==> config.mk <==
export PLATFORM = sky130hd
export DESIGN_NAME = length_prefixed_message_deframer
export DESIGN_NICKNAME = d
export VERILOG_FILES = /design/src/design/lpmd_pkg.sv /design/src/design/length_prefixed_message_deframer.sv /design/src/design/lpmd_frame.sv
export SDC_FILE = /design/constraint.sdc
export NUM_CORES = 1
export LEC_CHECK = 0
export BUFFER_PORTS_ARGS = -buffer_cell sky130_fd_sc_hd__buf_2
export CAP_MARGIN = 0
export CORE_ASPECT_RATIO = 0.6
export CORE_UTILIZATION = 40
export CTS_CLUSTER_DIAMETER = 30
export CTS_CLUSTER_SIZE = 8
export DETAILED_ROUTE_END_ITERATION = 16
export GPL_ROUTABILITY_DRIVEN = 0
export PLACE_DENSITY = 0.63
export SLEW_MARGIN = 30
export SYNTH_ARGS = -nofsm -noshare
export SYNTH_HDL_FRONTEND = slang
export SYNTH_SLANG_ARGS = --single-unit
==> constraint.sdc <==
create_clock -name clk_i -period 7.1 [get_ports clk_i]
set_clock_uncertainty 0.15 [all_clocks]
set_input_delay 1.42 -clock clk_i [delete_from_list [all_inputs] [get_ports clk_i]]
set_output_delay 1.42 -clock clk_i [all_outputs]
set_load 0.02 [all_outputs]
==> src/design/lpmd_pkg.sv <==
// Package for the length-prefixed message deframer.
// Holds result kind codes, error codes, header constants and the result struct.
// No dependencies.
package lpmd_pkg;

  typedef enum logic [1:0] {
    KIND_BYTE  = 2'd0,
    KIND_EMPTY = 2'd1,
    KIND_END   = 2'd2,
    KIND_ERROR = 2'd3
  } kind_e;

  localparam logic [1:0] ERR_NONE       = 2'd0;
  localparam logic [1:0] ERR_COMPRESSED = 2'd1;
  localparam logic [1:0] ERR_TOO_LONG   = 2'd2;
  localparam logic [1:0] ERR_TRUNCATED  = 2'd3;

  // header is one flag byte plus a 32-bit big-endian length
  localparam int unsigned HdrBytes = 5;
  localparam logic [2:0]  HdrLastIdx = 3'(HdrBytes - 1);

  localparam logic [31:0] MaxSizeReset = 32'd4194304;

  typedef struct packed {
    kind_e      kind;
    logic [7:0] payload_byte;
    logic       last_of_message;
    logic [1:0] err_code;
  } result_t;

endpackage

==> src/design/length_prefixed_message_deframer.sv <==
// Top level of the length-prefixed message deframer.
// Depends on lpmd_pkg and lpmd_frame. Input register, decode, result register.
//
//  channel | direction | handshake                 | payload
//  --------+-----------+---------------------------+---------------------------------------
//  in      | in        | in_valid_i / in_stall_o   | op_i, data_byte_i
//  out     | out       | out_valid_o / out_stall_i | kind_o, payload_byte_o,
//          |           |                           | last_of_message_o, err_code_o
//  cfg     | in        | cfg_valid_i / cfg_ready_o | cfg_data_i (size limit)
//
// One item per cycle unless out_stall_i holds it; results leave via the result register.
// The input register keeps taking items while a result waits in the output register.
// An item with a result waits in the input register while the output register is held.
// Reset puts the framer at the start of a header and the size limit at 4194304.
module length_prefixed_message_deframer (
  input  logic        clk_i,
  input  logic        rst_ni,
  input  logic        in_valid_i,
  output logic        in_stall_o,
  input  logic        op_i,
  input  logic [7:0]  data_byte_i,
  output logic        out_valid_o,
  input  logic        out_stall_i,
  output logic [1:0]  kind_o,
  output logic [7:0]  payload_byte_o,
  output logic        last_of_message_o,
  output logic [1:0]  err_code_o,
  input  logic        cfg_valid_i,
  output logic        cfg_ready_o,
  input  logic [31:0] cfg_data_i
);

  logic              in_vld_q, in_vld_d;
  logic              op_q;
  logic [7:0]        byte_q;
  logic [31:0]       max_size_q;
  logic              out_vld_q, out_vld_d;
  lpmd_pkg::result_t res, res_q;
  logic              has_result;
  logic              out_free;
  logic              advance;
  logic              in_acc;
  logic              out_load;

  assign out_free   = !out_vld_q || !out_stall_i;
  assign advance    = in_vld_q && (!has_result || out_free);
  assign in_stall_o = in_vld_q && !advance;
  assign in_acc     = in_valid_i && !in_stall_o;
  assign out_load   = advance && has_result;
  assign in_vld_d   = in_acc || (in_vld_q && !advance);
  assign out_vld_d  = out_load || (out_vld_q && out_stall_i);
  assign cfg_ready_o = 1'b1;

  lpmd_frame u_frame (
    .clk_i        (clk_i),
    .rst_ni       (rst_ni),
    .step_i       (advance),
    .op_i         (op_q),
    .byte_i       (byte_q),
    .max_size_i   (max_size_q),
    .has_result_o (has_result),
    .result_o     (res)
  );

  always_ff @(posedge clk_i or negedge rst_ni) begin
    if (!rst_ni) begin
      in_vld_q   <= 1'b0;
      out_vld_q  <= 1'b0;
      max_size_q <= lpmd_pkg::MaxSizeReset;
    end else begin
      in_vld_q  <= in_vld_d;
      out_vld_q <= out_vld_d;
      if (cfg_valid_i && cfg_ready_o) begin
        max_size_q <= cfg_data_i;
      end
    end
  end

  always_ff @(posedge clk_i) begin
    if (in_acc) begin
      op_q   <= op_i;
      byte_q <= data_byte_i;
    end
    if (out_load) begin
      res_q <= res;
    end
  end

  assign out_valid_o       = out_vld_q;
  assign kind_o            = res_q.kind;
  assign payload_byte_o    = res_q.payload_byte;
  assign last_of_message_o = res_q.last_of_message;
  assign err_code_o        = res_q.err_code;

endmodule

==> src/design/lpmd_frame.sv <==
// Framing state and per-byte decode for the deframer.
// Depends on lpmd_pkg. Updates state on step_i and reports the result, if any,
// for the item presented this cycle.
module lpmd_frame (
  input  logic                  clk_i,
  input  logic                  rst_ni,
  input  logic                  step_i,
  input  logic                  op_i,
  input  logic [7:0]            byte_i,
  input  logic [31:0]           max_size_i,
  output logic                  has_result_o,
  output lpmd_pkg::result_t     result_o
);

  typedef enum logic [1:0] {
    PH_HEADER  = 2'd0,
    PH_PAYLOAD = 2'd1,
    PH_ERROR   = 2'd2,
    PH_ENDED   = 2'd3
  } phase_e;

  phase_e      phase_q, phase_d;
  logic [2:0]  hdr_idx_q, hdr_idx_d;
  logic        flag_q, flag_d;
  logic [31:0] len_q, len_d;
  logic [31:0] len_shift;

  assign len_shift = {len_q[23:0], byte_i};

  always_comb begin
    phase_d      = phase_q;
    hdr_idx_d    = hdr_idx_q;
    flag_d       = flag_q;
    len_d        = len_q;
    has_result_o = 1'b0;
    result_o     = '{kind: lpmd_pkg::KIND_BYTE, payload_byte: 8'd0,
                     last_of_message: 1'b0, err_code: lpmd_pkg::ERR_NONE};
    case (phase_q)
      PH_ERROR: begin
      end
      PH_ENDED: begin
        if (op_i) begin
          has_result_o  = 1'b1;
          result_o.kind = lpmd_pkg::KIND_END;
        end
      end
      default: begin
        if (op_i) begin
          has_result_o = 1'b1;
          if (phase_q == PH_HEADER && hdr_idx_q == 3'd0) begin
            phase_d       = PH_ENDED;
            result_o.kind = lpmd_pkg::KIND_END;
          end else begin
            phase_d           = PH_ERROR;
            result_o.kind     = lpmd_pkg::KIND_ERROR;
            result_o.err_code = lpmd_pkg::ERR_TRUNCATED;
          end
        end else if (phase_q == PH_PAYLOAD) begin
          has_result_o             = 1'b1;
          len_d                    = len_q - 32'd1;
          result_o.payload_byte    = byte_i;
          result_o.last_of_message = (len_q == 32'd1);
          if (len_q == 32'd1) begin
            phase_d   = PH_HEADER;
            hdr_idx_d = 3'd0;
          end
        end else if (hdr_idx_q == 3'd0) begin
          flag_d    = (byte_i != 8'd0);
          len_d     = 32'd0;
          hdr_idx_d = 3'd1;
        end else begin
          len_d     = len_shift;
          hdr_idx_d = hdr_idx_q + 3'd1;
          if (hdr_idx_q == lpmd_pkg::HdrLastIdx) begin
            hdr_idx_d = 3'd0;
            if (flag_q) begin
              has_result_o      = 1'b1;
              phase_d           = PH_ERROR;
              result_o.kind     = lpmd_pkg::KIND_ERROR;
              result_o.err_code = lpmd_pkg::ERR_COMPRESSED;
            end else if (len_shift > max_size_i) begin
              has_result_o      = 1'b1;
              phase_d           = PH_ERROR;
              result_o.kind     = lpmd_pkg::KIND_ERROR;
              result_o.err_code = lpmd_pkg::ERR_TOO_LONG;
            end else if (len_shift == 32'd0) begin
              has_result_o  = 1'b1;
              result_o.kind = lpmd_pkg::KIND_EMPTY;
            end else begin
              phase_d = PH_PAYLOAD;
            end
          end
        end
      end
    endcase
  end

  always_ff @(posedge clk_i or negedge rst_ni) begin
    if (!rst_ni) begin
      phase_q   <= PH_HEADER;
      hdr_idx_q <= 3'd0;
      flag_q    <= 1'b0;
      len_q     <= 32'd0;
    end else if (step_i) begin
      phase_q   <= phase_d;
      hdr_idx_q <= hdr_idx_d;
      flag_q    <= flag_d;
      len_q     <= len_d;
    end
  end

endmodule

**Word-level counts from Yosys, hierarchy flattened**

Index checks and enable logic that the tools add are counted.

- Muxes and demuxes: 41
- Equality and inequality tests: 9
- Add/sub/neg operators: 2
- Magnitude comparators: 1
- Bitwise operators: 3
- Reductions and logical operators: 26

Operators with widths:

| cell | number |
|---|---|
| 2-to-1 mux 32 bit | 2 |
| 2-to-1 mux 2 bit | 22 |
| equality test 32 x 1 -> 1 bit, second input constant | 1 |
| > comparator 32 bit | 1 |
| zero test 32 bit | 1 |
| subtractor 32 x 1 -> 32 bit, second input constant | 1 |
| 2-to-1 mux 3 bit | 4 |
| 2-to-1 mux 1 bit | 11 |
| nonzero test 8 bit | 1 |
| logical AND 1 bit | 6 |
| AND reduction 6 bit | 1 |
| zero test 1 bit | 5 |
| inequality test 5 x 2 -> 1 bit, second input constant | 1 |
| AND reduction 5 bit | 1 |
| equality test 2 bit, second input constant | 2 |
| logical OR 1 bit | 4 |
| case mux 2 bit (2 select lines) | 1 |
| AND reduction 4 bit | 1 |
| OR reduction 4 bit | 1 |
| adder 3 x 1 -> 3 bit, second input constant | 1 |
| equality test 3 bit, second input constant | 1 |
| zero test 3 bit | 1 |
| inequality test 3 x 2 -> 1 bit, second input constant | 1 |
| inequality test 3 bit, second input constant | 1 |
| other kinds (8) | 10 |

- Register bits: 94
- Output and inout port bits: 16
- Word-level logic and storage cells: 95
- Bits of input ports: 46

**Logic depth before layout (Yosys ltp)**

- Depth in word-level cells: 17
- Mapped depth: 11
- Gate-level depth less buffers: 9

**Cells and area by module**

Synthesis repeated with hierarchy kept, for this count alone.

- Cell total of the unflattened synthesis: 555
- Area total of the unflattened synthesis: 5537.8 um^2

Modules (own cells, without submodules):

| module | area an instance (um^2) | sequential area each (um^2) | cells an instance | instances |
|---|---|---|---|---|
| lpmd_frame | 3420.8 | 950.9 | 451 | 1 |
| length_prefixed_message_deframer | 2117.0 | 1512.7 | 104 | 1 |

**Least setup slack after synthesis**

No wires, ideal clock.

- Kind: flip-flop to output port
- From: register u_frame.len_q[21]
- To: output in_stall_o
- Cell stages (with the launch flop): 9
- Path slack: 2.973 ns
- Arrival time: 2.557 ns
- Required time: 5.530 ns
- Cells stage by stage: dfrtp_1 > ha_1 > nand4_1 > nor4_1 > or2b_1 > a31oi_1 > nor3_1 > a21oi_1 > nor2b_1

- Cells in the longest elaborated chain, start to end: 14

Ends and longest elaborated chain:

| what | RTL line | source |
|---|---|---|
| start, declared | lpmd_frame.sv:25 | `logic [31:0] len_q, len_d;` |
| start signal, assigned | lpmd_frame.sv:108 | `len_q <= len_d;` |
| branches (longest 2 deep; another with > comparator 32 bit) | - |  |
| 2-to-1 mux 1 bit (*) | lpmd_frame.sv:81 | `end else if (len_shift > max_size_i) begin` |
| 2-to-1 mux 1 bit (*) | lpmd_frame.sv:76 | `if (flag_q) begin` |
| 2-to-1 mux 1 bit (*) | lpmd_frame.sv:74 | `if (hdr_idx_q == lpmd_pkg::HdrLastIdx) begin` |
| 2-to-1 mux 1 bit (*) | lpmd_frame.sv:67 | `end else if (hdr_idx_q == 3'd0) begin` |
| 2-to-1 mux 1 bit (*) | lpmd_frame.sv:58 | `end else if (phase_q == PH_PAYLOAD) begin` |
| 2-to-1 mux 1 bit (*) | lpmd_frame.sv:48 | `if (op_i) begin` |
| case mux 1 bit (2 select lines) (*) | lpmd_frame.sv:38 | `case (phase_q)` |
| zero test 1 bit (*) | length_prefixed_message_deframer.sv:46 | `assign advance = in_vld_q && (!has_result \|\| out_free);` |
| logical OR 1 bit (*) | length_prefixed_message_deframer.sv:46 |  |
| logical AND 1 bit (*) | length_prefixed_message_deframer.sv:46 |  |
| zero test 1 bit (*) | length_prefixed_message_deframer.sv:47 | `assign in_stall_o = in_vld_q && !advance;` |
| logical AND 1 bit (*) | length_prefixed_message_deframer.sv:47 |  |
| end, declared | length_prefixed_message_deframer.sv:19 | `output logic in_stall_o,` |

Mark *: on every way between the ends.

**Final worst setup path**

Ends and elaborated chain as after synthesis.

==> impl_metrics.tcl <==
set metrics [dict create \
    nets 713 \
    fin_area_um2 6040 \
    holdCritPathClass "flip-flop to flip-flop" \
    ys_async_sr_fraction_pct 76.6 \
    finalMaxSlewViolations 0 \
    rsz0062_at_grt "false" \
    setup_ws_ns 2.16 \
    post-route-min-period_ns 4.94 \
    seq_area_um2 2460 \
    final_common_cell "o21ai_0" \
    first_pass_iters 5 \
    crit_fanout 8 \
    tns_ns 0 \
    fillers 1255 \
    synth_ff_type "dfrtp_1" \
    syn_avg_cell_area_um2 9.10 \
    setup_viol 0 \
    use_met2_pct 31.2 \
    crit_required_ns 5.53 \
    vias 4684 \
    place_ws_ns 2.54 \
    ant_nets 0 \
    drt_iter0_markers 482 \
    hpwl_um 10200 \
    placement.cell_area_um2 5750 \
    cts_buffer_depth 2 \
    path_buf_inv 1 \
    synth_nets 667 \
    irDropWorstVdd_uv 114 \
    htree_num_levels 3 \
    cts_setup_buffers 0 \
    antenna_found_initial 0 \
    cts-root-buf "clkbuf_16" \
    die_y_um 91.4 \
    maxSlewHeadroom_pct 41.4 \
    synth_edf_count 22 \
    start_kind "flip-flop" \
    clock_latency_ns 0.35 \
    areaGrowthSynthToFinish_pct 13.4 \
    drive_gt1_share_pct 14.9 \
    seq_area_frac_synth_pct 46.3 \
    arrival_ns 3.37 \
    synth_seq_cells 94 \
    end_kind "output port" \
    syn_area_um2 5330 \
    n_antenna_cell 0 \
    clock_sinks 94 \
    avgRoutedWirePerCell_um 17.4 \
    critical_path_class "flip-flop to output port" \
    first_global_vias 4488 \
    row_count 32 \
    crit_family "simple AND/OR/NAND/NOR gates" \
    worstPathCellList "ha_1, nand4_1, nor4_1, or2b_1, a31oi_1, nor3_1, a21oi_1, nor2b_1, buf_2" \
    hold_violations 0 \
    numCtsBuffers 9 \
    grt_pass1_wl_um 23200 \
    worst_pin_slew_ns 0.872 \
    synth_cell_type_count 57 \
    power.total_uw 1160 \
    max_cap_viol_count 0 \
    start_util_pct 41.2 \
    multi_input_area_um2 2570 \
    drc 0 \
    grt_overflow_total 0 \
    power.leakage_uw 0.00254 \
    io_pins 62 \
    ys_warn_count 0 \
    use_met1_pct 31.9 \
    period_share_pct 69.6 \
    design.core.area_um2 12900 \
    top_usage_layer "met1" \
    hold_buffers 0 \
    mostFrequentLayoutCells "83 x o21ai_0, 71 x dfrtp_1, 60 x a21oi_1" \
    use_met3_pct 5.83 \
    p_per_area_nw_per_um2 192 \
    die-area_um2 13800 \
    io_buffers 60 \
    fin_util_pct 46.7 \
    track_usage_pct 21.6 \
    status "complete, no violations" \
    routed_wirelength_um 14000 \
    syn_inst 585 \
    ctsResizeCount 0 \
    vias_per_cell 5.81 \
    fmax_ghz 0.202 \
    cp_slowest_cell "a31oi_1" \
    path_clk_slew_ns 0.07 \
    cts_tree "yes" \
    grt_max_degree 73 \
    fp.dieW_um 151 \
    slowest_delay_ns 0.52 \
]
## tightest hold or removal path, stage by stage, from the launching register on
cell and delay [ns]:
dfrtp_1 0.34, o21ai_0 0.08, o21ai_0 0.07
## final timing paths
| check | startpoint | endpoint | slack [ns] | cells past startpoint |
|---|---|---|---|---|
| max | u_frame.len_q[21]$_DFFE_PN0P_ | in_stall_o | 2.16 | 9 |
| min in group asynchronous | rst_ni | max_size_q[24]$_DFFE_PN0P_ | 1.03 | 2 |
| max reg2reg | u_frame.len_q[4]$_DFFE_PN0P_ | u_frame.flag_q$_DFFE_PN0P_ | 3.24 | 8 |
| min reg2reg | u_frame.len_q[31]$_DFFE_PN0P_ | u_frame.len_q[31]$_DFFE_PN0P_ | 0.37 | 2 |
| max in group asynchronous | rst_ni | max_size_q[6]$_DFFE_PN0P_ | 5.30 | 2 |
| min | u_frame.len_q[31]$_DFFE_PN0P_ | u_frame.len_q[31]$_DFFE_PN0P_ | 0.37 | 2 |
## per-stage QoR
| step | hold slack [ns] | instances |
|---|---|---|
| 2_1_floorplan | 0.321 | 585 |
| 3_3_place_gp | 0.345 | 790 |
| 3_5_place_dp | 0.354 | 790 |
| 4_1_cts | 0.370 | 806 |
| 5_1_grt | 0.378 | 806 |
| 6_report | 0.372 | 806 |
## per-layer routing
| layer | vias to the layer above | share of wire, % | routed length [um] |
|---|---|---|---|
| met5 | - | 0 | 0 |
| met4 | 0 | 1.0 | 143 |
| met3 | 17 | 8.2 | 1150 |
| met2 | 209 | 43 | 6050 |
| met1 | 2233 | 48 | 6680 |
| li1 | 2225 | - | - |
## logic make-up after synthesis
family / count (synthesis) / synth area share, %
adders and majority gates: 36 / 8.46
buffers and inverters: 74 / 5.57
and+or+nand+nor: 168 / 15.5
AOI/OAI and AO/OA: 209 / 23.6
muxes: 3 / 0.611
other: 1 / 0.0704
DFF: 94 / 46.3
## area by class of cell
type / instances / share of cell area [%]
Sequential cell: 94 / 40.8
Inverter: 44 / 2.73
Tap cell: 170 / 3.52
Clock inverter: 7 / 0.911
Multi-Input combinational cell: 417 / 42.6
Timing Repair Buffer: 65 / 5.70
Clock buffer: 9 / 3.73
## where the power goes
| part | internal (uW) | switching (uW) |
|---|---|---|
| clock | 242 | 219 |
| combinational | 42.0 | 69.3 |
| sequential | 577 | 11.0 |
## cells in the mapped netlist, types with 3 or more instances
| cell | number | area [um2] |
|---|---|---|
| o21ai_0 | 83 | 415 |
| dfrtp_1 | 71 | 1780 |
| a21oi_1 | 60 | 300 |
| nand2_1 | 59 | 221 |
| inv_1 | 44 | 165 |
| nor2_1 | 37 | 139 |
| ha_1 | 36 | 450 |
| clkbuf_1 | 23 | 86.3 |
| edfxtp_1 | 22 | 661 |
| nor3_1 | 20 | 100 |
| nand4_1 | 11 | 68.8 |
| a22oi_1 | 10 | 75.1 |
| a31oi_1 | 10 | 62.6 |
| and2_1 | 10 | 62.6 |
| nor4_1 | 9 | 56.3 |
| a32oi_1 | 8 | 70.1 |
| a211oi_1 | 4 | 30.0 |
| buf_4 | 4 | 30.0 |
| nand3_1 | 4 | 20.0 |
| o22a_1 | 4 | 35.0 |
| o31ai_1 | 4 | 30.0 |
| buf_2 | 3 | 15.0 |
| o211ai_1 | 3 | 22.5 |
| o21a_1 | 3 | 22.5 |
## registers in the layout (all words and copies together), names as in the netlist, 2 cells and up
signal	flops
kind_o	2
max_size_q	32
err_code_o	2
u_frame.len_q	32
u_frame.hdr_idx_q	3
payload_byte_o	8
byte_q	8
u_frame.phase_q	2
(Power assumes the default switching activity.)
